## config.mk

```make
export PLATFORM = sky130hd
export DESIGN_NAME = aesbcm_key_sched
export DESIGN_NICKNAME = d
export VERILOG_FILES = /design/src/rtl/core/aesbcm_pkg.sv /design/src/rtl/core/aesbcm_key_sched.sv
export SDC_FILE = /design/constraint.sdc
export NUM_CORES = 1
export LEC_CHECK = 0
export BUFFER_PORTS_ARGS = -buffer_cell sky130_fd_sc_hd__buf_2
export CORE_MARGIN = 2
export CORE_UTILIZATION = 45
export DETAILED_ROUTE_END_ITERATION = 16
export HOLD_SLACK_MARGIN = 0.08
export PLACE_DENSITY = 0.68
export SYNTH_ARGS = -nofsm -noshare
export SYNTH_HDL_FRONTEND = slang
export SYNTH_SLANG_ARGS = --single-unit
```

## constraint.sdc

```tcl
create_clock -name i_clk -period 17.95 [get_ports i_clk]
set_clock_uncertainty 0.2 [all_clocks]
set_input_delay 0.8975 -clock i_clk [delete_from_list [all_inputs] [get_ports i_clk]]
set_output_delay 0.8975 -clock i_clk [all_outputs]
set_load 0.02 [all_outputs]
```

## src/rtl/core/aesbcm_pkg.sv

```systemverilog
`default_nettype none
package aesbcm_pkg;

    localparam int unsigned BLK_W  = 128;
    localparam int unsigned WORD_W = 64;
    localparam int unsigned VB_W   = 5;
    localparam int unsigned CIDX_W = 4;
    localparam int unsigned RK_DEPTH = 15;
    localparam int unsigned RK_AW  = 4;

    localparam logic [CIDX_W-1:0] CFG_KEY0 = 4'd0;
    localparam logic [CIDX_W-1:0] CFG_KEY1 = 4'd1;
    localparam logic [CIDX_W-1:0] CFG_KEY2 = 4'd2;
    localparam logic [CIDX_W-1:0] CFG_KEY3 = 4'd3;
    localparam logic [CIDX_W-1:0] CFG_IV_HI = 4'd4;
    localparam logic [CIDX_W-1:0] CFG_IV_LO = 4'd5;
    localparam logic [CIDX_W-1:0] CFG_KLEN = 4'd6;
    localparam logic [CIDX_W-1:0] CFG_MODE = 4'd7;

    localparam logic [1:0] KLEN_192 = 2'd1;
    localparam logic [1:0] KLEN_256 = 2'd2;

    localparam logic [2:0] MODE_ECB_ENC = 3'd0;
    localparam logic [2:0] MODE_ECB_DEC = 3'd1;
    localparam logic [2:0] MODE_CBC_ENC = 3'd2;
    localparam logic [2:0] MODE_CBC_DEC = 3'd3;
    localparam logic [2:0] MODE_CFB_ENC = 3'd4;
    localparam logic [2:0] MODE_CFB_DEC = 3'd5;
    localparam logic [2:0] MODE_OFB     = 3'd6;
    localparam logic [2:0] MODE_CTR     = 3'd7;

    localparam logic [7:0] GF_POLY = 8'h1B;

    typedef enum logic [2:0] {
        S_IDLE,
        S_KEXP,
        S_LOAD,
        S_INIT,
        S_ROUND,
        S_FIN
    } t_state;

    typedef struct packed {
        logic             we;
        logic [RK_AW-1:0] addr;
        logic [BLK_W-1:0] data;
        logic             done;
    } t_kwr;

    localparam logic [7:0] SBOX [256] = '{
    8'h63,8'h7c,8'h77,8'h7b,8'hf2,8'h6b,8'h6f,8'hc5,8'h30,8'h01,8'h67,8'h2b,8'hfe,8'hd7,8'hab,8'h76,
    8'hca,8'h82,8'hc9,8'h7d,8'hfa,8'h59,8'h47,8'hf0,8'had,8'hd4,8'ha2,8'haf,8'h9c,8'ha4,8'h72,8'hc0,
    8'hb7,8'hfd,8'h93,8'h26,8'h36,8'h3f,8'hf7,8'hcc,8'h34,8'ha5,8'he5,8'hf1,8'h71,8'hd8,8'h31,8'h15,
    8'h04,8'hc7,8'h23,8'hc3,8'h18,8'h96,8'h05,8'h9a,8'h07,8'h12,8'h80,8'he2,8'heb,8'h27,8'hb2,8'h75,
    8'h09,8'h83,8'h2c,8'h1a,8'h1b,8'h6e,8'h5a,8'ha0,8'h52,8'h3b,8'hd6,8'hb3,8'h29,8'he3,8'h2f,8'h84,
    8'h53,8'hd1,8'h00,8'hed,8'h20,8'hfc,8'hb1,8'h5b,8'h6a,8'hcb,8'hbe,8'h39,8'h4a,8'h4c,8'h58,8'hcf,
    8'hd0,8'hef,8'haa,8'hfb,8'h43,8'h4d,8'h33,8'h85,8'h45,8'hf9,8'h02,8'h7f,8'h50,8'h3c,8'h9f,8'ha8,
    8'h51,8'ha3,8'h40,8'h8f,8'h92,8'h9d,8'h38,8'hf5,8'hbc,8'hb6,8'hda,8'h21,8'h10,8'hff,8'hf3,8'hd2,
    8'hcd,8'h0c,8'h13,8'hec,8'h5f,8'h97,8'h44,8'h17,8'hc4,8'ha7,8'h7e,8'h3d,8'h64,8'h5d,8'h19,8'h73,
    8'h60,8'h81,8'h4f,8'hdc,8'h22,8'h2a,8'h90,8'h88,8'h46,8'hee,8'hb8,8'h14,8'hde,8'h5e,8'h0b,8'hdb,
    8'he0,8'h32,8'h3a,8'h0a,8'h49,8'h06,8'h24,8'h5c,8'hc2,8'hd3,8'hac,8'h62,8'h91,8'h95,8'he4,8'h79,
    8'he7,8'hc8,8'h37,8'h6d,8'h8d,8'hd5,8'h4e,8'ha9,8'h6c,8'h56,8'hf4,8'hea,8'h65,8'h7a,8'hae,8'h08,
    8'hba,8'h78,8'h25,8'h2e,8'h1c,8'ha6,8'hb4,8'hc6,8'he8,8'hdd,8'h74,8'h1f,8'h4b,8'hbd,8'h8b,8'h8a,
    8'h70,8'h3e,8'hb5,8'h66,8'h48,8'h03,8'hf6,8'h0e,8'h61,8'h35,8'h57,8'hb9,8'h86,8'hc1,8'h1d,8'h9e,
    8'he1,8'hf8,8'h98,8'h11,8'h69,8'hd9,8'h8e,8'h94,8'h9b,8'h1e,8'h87,8'he9,8'hce,8'h55,8'h28,8'hdf,
    8'h8c,8'ha1,8'h89,8'h0d,8'hbf,8'he6,8'h42,8'h68,8'h41,8'h99,8'h2d,8'h0f,8'hb0,8'h54,8'hbb,8'h16};

    localparam logic [7:0] RSBOX [256] = '{
    8'h52,8'h09,8'h6a,8'hd5,8'h30,8'h36,8'ha5,8'h38,8'hbf,8'h40,8'ha3,8'h9e,8'h81,8'hf3,8'hd7,8'hfb,
    8'h7c,8'he3,8'h39,8'h82,8'h9b,8'h2f,8'hff,8'h87,8'h34,8'h8e,8'h43,8'h44,8'hc4,8'hde,8'he9,8'hcb,
    8'h54,8'h7b,8'h94,8'h32,8'ha6,8'hc2,8'h23,8'h3d,8'hee,8'h4c,8'h95,8'h0b,8'h42,8'hfa,8'hc3,8'h4e,
    8'h08,8'h2e,8'ha1,8'h66,8'h28,8'hd9,8'h24,8'hb2,8'h76,8'h5b,8'ha2,8'h49,8'h6d,8'h8b,8'hd1,8'h25,
    8'h72,8'hf8,8'hf6,8'h64,8'h86,8'h68,8'h98,8'h16,8'hd4,8'ha4,8'h5c,8'hcc,8'h5d,8'h65,8'hb6,8'h92,
    8'h6c,8'h70,8'h48,8'h50,8'hfd,8'hed,8'hb9,8'hda,8'h5e,8'h15,8'h46,8'h57,8'ha7,8'h8d,8'h9d,8'h84,
    8'h90,8'hd8,8'hab,8'h00,8'h8c,8'hbc,8'hd3,8'h0a,8'hf7,8'he4,8'h58,8'h05,8'hb8,8'hb3,8'h45,8'h06,
    8'hd0,8'h2c,8'h1e,8'h8f,8'hca,8'h3f,8'h0f,8'h02,8'hc1,8'haf,8'hbd,8'h03,8'h01,8'h13,8'h8a,8'h6b,
    8'h3a,8'h91,8'h11,8'h41,8'h4f,8'h67,8'hdc,8'hea,8'h97,8'hf2,8'hcf,8'hce,8'hf0,8'hb4,8'he6,8'h73,
    8'h96,8'hac,8'h74,8'h22,8'he7,8'had,8'h35,8'h85,8'he2,8'hf9,8'h37,8'he8,8'h1c,8'h75,8'hdf,8'h6e,
    8'h47,8'hf1,8'h1a,8'h71,8'h1d,8'h29,8'hc5,8'h89,8'h6f,8'hb7,8'h62,8'h0e,8'haa,8'h18,8'hbe,8'h1b,
    8'hfc,8'h56,8'h3e,8'h4b,8'hc6,8'hd2,8'h79,8'h20,8'h9a,8'hdb,8'hc0,8'hfe,8'h78,8'hcd,8'h5a,8'hf4,
    8'h1f,8'hdd,8'ha8,8'h33,8'h88,8'h07,8'hc7,8'h31,8'hb1,8'h12,8'h10,8'h59,8'h27,8'h80,8'hec,8'h5f,
    8'h60,8'h51,8'h7f,8'ha9,8'h19,8'hb5,8'h4a,8'h0d,8'h2d,8'he5,8'h7a,8'h9f,8'h93,8'hc9,8'h9c,8'hef,
    8'ha0,8'he0,8'h3b,8'h4d,8'hae,8'h2a,8'hf5,8'hb0,8'hc8,8'heb,8'hbb,8'h3c,8'h83,8'h53,8'h99,8'h61,
    8'h17,8'h2b,8'h04,8'h7e,8'hba,8'h77,8'hd6,8'h26,8'he1,8'h69,8'h14,8'h63,8'h55,8'h21,8'h0c,8'h7d};

    function automatic logic [7:0] xt(input logic [7:0] a);
        return {a[6:0], 1'b0} ^ (a[7] ? GF_POLY : 8'h00);
    endfunction

    function automatic logic [31:0] sub_word(input logic [31:0] w);
        return {SBOX[w[31:24]], SBOX[w[23:16]], SBOX[w[15:8]], SBOX[w[7:0]]};
    endfunction

endpackage
`default_nettype wire

```

## src/rtl/core/aesbcm_key_sched.sv

```systemverilog
`default_nettype none
module aesbcm_key_sched (
    input  wire logic                i_clk,
    input  wire logic                i_rst_n,
    input  wire logic                i_start,
    input  wire logic [255:0]        i_key,
    input  wire logic [1:0]          i_key_length,
    output aesbcm_pkg::t_kwr         o_kwr
);
    import aesbcm_pkg::*;

    logic        r_busy;
    logic [5:0]  r_i;
    logic [2:0]  r_imod;
    logic [7:0]  r_rc;
    logic [31:0] r_win [8];
    logic [95:0] r_row;
    logic        r_we;
    logic        r_done;
    logic [RK_AW-1:0] r_addr;
    logic [BLK_W-1:0] r_data;

    logic [3:0]  nk;
    logic [5:0]  total;
    logic [2:0]  old_idx;
    logic [31:0] t;
    logic [31:0] w;
    logic        use_rc;

    assign o_kwr = '{we: r_we, addr: r_addr, data: r_data, done: r_done};

    always_comb begin
        case (i_key_length)
            KLEN_192: begin
                nk = 4'd6;
                total = 6'd52;
                old_idx = 3'd2;
            end
            KLEN_256: begin
                nk = 4'd8;
                total = 6'd60;
                old_idx = 3'd0;
            end
            default: begin
                nk = 4'd4;
                total = 6'd44;
                old_idx = 3'd4;
            end
        endcase
    end

    always_comb begin
        t = r_win[7];
        use_rc = 1'b0;
        if ({2'b00, r_i} < {4'b0000, nk}) begin
            w = i_key[255 - 32*r_i[2:0] -: 32];
        end else begin
            if (r_imod == 3'd0) begin
                t = sub_word({r_win[7][23:0], r_win[7][31:24]}) ^ {r_rc, 24'h000000};
                use_rc = 1'b1;
            end else if (nk == 4'd8 && r_imod == 3'd4) begin
                t = sub_word(r_win[7]);
            end
            w = r_win[old_idx] ^ t;
        end
    end

    always_ff @(posedge i_clk) begin
        if (!i_rst_n) begin
            r_busy <= 1'b0;
            r_we <= 1'b0;
            r_done <= 1'b0;
        end else begin
            r_we <= 1'b0;
            r_done <= 1'b0;
            if (i_start) begin
                r_busy <= 1'b1;
            end else if (r_busy) begin
                r_we <= (r_i[1:0] == 2'd3);
                if (r_i == total - 6'd1) begin
                    r_busy <= 1'b0;
                    r_done <= 1'b1;
                end
            end
        end
    end

    always_ff @(posedge i_clk) begin
        if (i_start) begin
            r_i <= '0;
            r_imod <= '0;
            r_rc <= 8'h01;
        end else if (r_busy) begin
            for (int k = 0; k < 7; k++) r_win[k] <= r_win[k+1];
            r_win[7] <= w;
            r_row <= {r_row[63:0], w};
            r_addr <= r_i[5:2];
            r_data <= {r_row, w};
            r_i <= r_i + 6'd1;
            r_imod <= ({1'b0, r_imod} == nk - 4'd1) ? 3'd0 : r_imod + 3'd1;
            if (use_rc) r_rc <= xt(r_rc);
        end
    end
endmodule
`default_nettype wire

```

### Yosys cells after proc, flatten, opt, wreduce, memory -nomap -nowiden

Memory sizes are Yosys's and may differ from the RTL's.
Cells that the tools add are included.

* mux-type cells: 26
* order comparisons: 5
* add/subtract/negate cells: 5
* eq/ne operators: 7
* shift-type cells: 1
* bitwise operators: 10
* reduce and logical (&&, ||, !) cells: 5

Operator list (number)
* 287-bit by 33-bit indexed part select with 32-bit output: 1
* 32-bit 2-to-1 mux: 4
* 8-bit 2-to-1 mux: 8
* 32-bit XOR: 2
* 9-bit greater-or-equal comparator, second input constant: 4
* 8-bit inverter with 9-bit output: 4
* 5-bit one-hot mux with 2 select lines: 1
* 1-bit 2-to-1 mux: 9
* 8-bit by 8-bit subtractor with 9-bit output, first input constant: 1
* 4-bit one-hot mux with 2 select lines: 1
* 8-bit by 5-bit XOR with 8-bit output: 1
* 6-bit by 1-bit adder with 6-bit output, second input constant: 1
* 6-bit == test: 1
* 6-bit by 4-bit < comparator with 1-bit output: 1
* 3-bit one-hot mux with 2 select lines: 1
* 6-bit by 1-bit subtractor with 6-bit output, second input constant: 1
* 5-bit 2-to-1 mux: 1
* 2-bit == test, second input constant: 2
* 3-bit by 4-bit == test with 1-bit output: 1
* 4-bit == test, second input constant: 1
* 2-bit AND reduction: 2
* 4-bit by 1-bit subtractor with 4-bit output, second input constant: 1
* 3-bit by 1-bit adder with 3-bit output, second input constant: 1
* 3-bit == test, second input constant: 1
* other kinds (6): 8

* register bits: 248
* input bits: 261
* memories: 5
* RAM bits: 256
* memory bits (read-only): 8192

Memories
* (name not given): depth 256, bits a word 8, rd ports 1, clocked after memory_dff 0, write ports 0, RTL line aesbcm_pkg.sv:91 `return {SBOX[w[31:24]], SBOX[w[23:16]], SBOX[w[15:8]], SBOX[w[7:0]]};`
* (name not given): depth 256, bits a word 8, rd ports 1, clocked after memory_dff 0, write ports 0, RTL line aesbcm_pkg.sv:91
* (name not given): depth 256, bits a word 8, rd ports 1, clocked after memory_dff 0, write ports 0, RTL line aesbcm_pkg.sv:91
* (name not given): depth 256, bits a word 8, rd ports 1, clocked after memory_dff 0, write ports 0, RTL line aesbcm_pkg.sv:91
* r_win: depth 8, bits a word 32, rd ports 8, clocked after memory_dff 0, write ports 8, RTL line aesbcm_key_sched.sv:16 `logic [31:0] r_win [8];`

### Logic depth before layout (Yosys ltp)

An unclocked memory read counts as a cell.

* depth after elaboration: 10
* gate-level depth with buffers: 14
* depth with buffers taken out: 11

### Worst setup path after synthesis

Ideal clock, no wire load.

* path kind: in2reg
* start: input port i_start
* end: register r_we
* stages on the path: 3
* data required time: 17627 ps
* slack: 4226 ps
* arrival time: 13402 ps
* setup time: 123 ps
* path through: clkbuf_1 > nor2b_1 > and3_1

* word-level cells in the longest chain between the ends: 1

RTL lines
* start: declaration: RTL line aesbcm_key_sched.sv:5 `input wire logic i_start,`
* 3-bit OR reduction (no source line)
* end signal: assignment: RTL line aesbcm_key_sched.sv:79 `r_we <= (r_i[1:0] == 2'd3);`
* end: declaration: RTL line aesbcm_key_sched.sv:18 `logic r_we;`

Every way passes these cells.
A chain may end at the register's enable or synchronous reset.

==> out/qor.tcl <==
set qor(timing.reg2reg.worst_path_depth) 11
set qor(cts_buffer_depth) 3
set qor(ctsHoldBuffers) 0
set qor(worstHoldStart) {r_win[3][15]}
set qor(vias_per_cell) 7.26
set qor(worst_ep_arrival_time_ns) 5.41
set qor(n_fill_cell) 5658
set qor(synth_seq_area_share_pct) 30.0
set qor(cts_made_buffers) 31
set qor(initial_utilization_pct) 45.5
set qor(syn_inst_count) 2979
set qor(synth-edff-count) 260
set qor(via_count) 28676
set qor(hpwlAfterDp_um) 87500
set qor(floorplan.die.height_um) 251
set qor(final-hold-violation-count) 0
set qor(setup_total_negative_slack_ns) 0
set qor(timing.slew.headroom_pct) 7.55
set qor(grt_antenna_before_repair) 13
set qor(grt_pass1_wl_um) 183000
set qor(critPathLaunchType) {flip-flop}
set qor(timing_worst_setup_path_type) {flip-flop to flip-flop}
set qor(status) {finished, final reports clean}
set qor(combPwrFrac_pct) 35.6
set qor(unrepaired_setup_endpoints_after_global_routing) {no}
set qor(synth_top_cells_by_area) {edfxtp_1 29%, mux4_2 11%, a21oi_1 3.5%}
set qor(ys_async_sr_fraction_pct) 0
set qor(tcrit_tclk_final_pct) 29.5
set qor(vdd_drop_max_mv) 0.0802
set qor(area_share_of_the_largest_cell_type_after_synthesis_pct) 28.5
set qor(first_pass_iters) 7
set qor(min-delay-path-class) {flip-flop to flip-flop}
set qor(placed_instances) 3888
set qor(critical_path.reg2reg.startpoint) {r_win[7][25]}
set qor(h-tree-depth) 1
set qor(routability_driven_placement_congestion_ratio) 1.00
set qor(register_to_register_setup_slack_ns) 12.66
set qor(cts.repair.resized) 0
set qor(setup_viol_count_final) 0
set qor(largest_area_contributor_in_the_synthesized_netlist) {edfxtp_1}
set qor(leakage_uw) 0.0107
set qor(core_area_um2) 60200
set qor(clock_share_of_power_pct) 29.6
set qor(holdPathEnd) {r_win[2][15]}
set qor(fp.dieArea_um2) 62800
set qor(design.final.nets) 3468
set qor(number_of_global_route_vias_before_repair) 26820
set qor(worst-path-max-fanout) 39
set qor(clock-root-buffer) {clkbuf_16}
set qor(rows) 90
set qor(count_of_state_elements_after_synthesis) 280
set qor(finalWorstPathRequiredPeriod_ns) 5.29
set qor(report.final.slew_viol_count) 0
set qor(tritoncts) {built}
set qor(io-pin-count) 395
set qor(finalWirelength_um) 127000
set qor(layout.cells.non_filler) 3952
set qor(seqPwrFrac_pct) 34.7
set qor(chipWidth_um) 251
set qor(syn_std_cell_area_um2) 27400
set qor(synth.distinct_cells) 98
set qor(wire_per_inst_um) 32.0
set qor(gr-usage-all-layers_pct) 38.6
set qor(numClockSinks) 280
set qor(power.share.switching_pct) 36.7
set qor(drt-initial-drc-count) 4373
set qor(internal_power_uw) 1390
set qor(tightest_slew_ns) 1.35
set qor(regToRegEndpoint) {r_win[7][5]}
set qor(post_cts.repair.setup_buffers) 0
set qor(ys.warnings.count) 0
set qor(post_route_cells_drive_above_1_share_pct) 23.6
set qor(worst_ep_required_time_ns) 18.07
set qor(clock.fmax_ghz) 0.189
set qor(syn_to_final_growth_pct) 10.7
set qor(mostFrequentLayoutCells) {395 x buf_2, 260 x edfxtp_1, 194 x a21oi_1}
set qor(drt_drc_violations_left) 0
set qor(pwr_density_nw_per_um2) 72.5
set qor(drv_cap) 0
set qor(final_common_cell) {buf_2}
set qor(maximum_number_of_pins_on_one_net_before_global_route_repair) 197
set qor(clock_latency_ns) 0.60
set qor(hold_depth) 0
set qor(clk_transition_reported_paths_ns) 0.06
set qor(synth_area_per_cell_um2) 9.19
set qor(grt.overflow.total) 0
set qor(mappedNetlistNets) 3308
set qor(detail-route-antenna-nets) 0
set qor(io_buffers) 394
set qor(critPathCaptureType) {flip-flop}
set qor(postSynth.topFlopCell) {edfxtp_1}
set qor(power.net_switching_uw) 807
metal layers:
metal  wire, µm  part of all wire (%)  global-route usage (%)
met1      47200                    37                    50.4
met2      56100                    44                    59.9
met3      16200                    13                    9.97
met4       6980                   5.5                    18.0
met5         57                 0.045                       0
critical path, cell delays in order (launching register included):
cell and delay, ns:
edfxtp_1 0.32, buf_4 0.42, inv_1 0.34, ha_1 0.91
mux2i_1 0.22, a221oi_1 0.33, a311oi_1 0.09, o32ai_1 0.83
o22ai_1 0.51, a221oi_1 0.57, xnor2_1 0.17, a21oi_1 0.08
power groups by stage:
stage / Sequential [µW] / Clock, µW / Combinational, µW
after floorplan: 796 / 0 / 485
after global placement: 776 / 0 / 755
after detailed placement: 777 / 0 / 751
after CTS: 764 / 663 / 754
after global routing: 766 / 685 / 816
final: 763 / 651 / 783
synth_stat cells, drive strengths merged (37+ instances only):
| library cell | number |
|---|---|
| nor3 | 75 |
| a211oi | 67 |
| nor2 | 187 |
| a31oi | 51 |
| a221oi | 37 |
| o311ai | 40 |
| nand3 | 73 |
| nor2b | 100 |
| o211ai | 50 |
| o21ai | 180 |
| edfxtp | 260 |
| mux4 | 135 |
| nand2 | 189 |
| inv | 53 |
| clkbuf | 153 |
| a21oi | 194 |
| ha | 68 |
| buf | 189 |
| mux2i | 50 |
| nand2b | 124 |
| a311oi | 52 |
sequential cells by signal (all words and copies together), names as in the netlist:
name and flops:
r_rc 8, r_row 2, r_win 254, r_we 1, r_done 1, r_imod 3
r_busy 1, r_i 6, r_addr 4
worst max-delay path by stage:
stage | from | end | cells after the start | slack (ns)
finish | r_win[7][25] | r_win[7][5] | 11 | 12.66
global route | r_win[7][25] | r_win[7][5] | 11 | 12.44
CTS | r_win[7][8] | r_win[7][9] | 11 | 12.93
floorplan | i_start | r_we | 3 | 4.23
detailed placement | r_win[7][8] | r_win[7][9] | 11 | 12.93
global placement | r_win[7][8] | r_win[7][15] | 11 | 12.20
cell families (layout without fill, tap and decap cells):
logic type,after synthesis,after routing,synth area share [%]
compound gates,1027,1027,26.7
xor+xnor,40,40,1.28
fa+ha+maj,68,68,3.11
buf+inv,401,585,6.89
flops,280,280,30.0
mux,209,209,13.9
other cells,0,7,0
simple gates,954,954,18.1
cell type report:
class | count | area [µm²] | area share, %
inverters | 59 | 221 | 0.731
clock buffers | 38 | 802 | 2.65
diodes | 7 | 17.5 | 0.0578
flip-flops and latches | 280 | 8220 | 27.1
clock inverters | 19 | 205 | 0.677
multi-input cells | 2298 | 17300 | 57.2
repair buffers | 469 | 2540 | 8.40
well taps | 782 | 978 | 3.23
per-stage QoR:
stage / setup slack [ns] / total power (µW) / hold WS, ns / instance area (µm²) / util [%]
floorplan: 4.23 / 1280 / 0.200 / 27400 / -
global placement: 12.20 / 1530 / 0.201 / 29300 / 48.6
detailed placement: 12.93 / 1530 / 0.206 / 29300 / 48.6
CTS: 12.93 / 2180 / 0.219 / 30300 / 50.3
global route: 12.44 / 2270 / 0.223 / 30300 / 50.3
finish: 12.66 / 2200 / 0.217 / 30300 / 50.3
No activity file was read; power rests on OpenSTA's default activity.
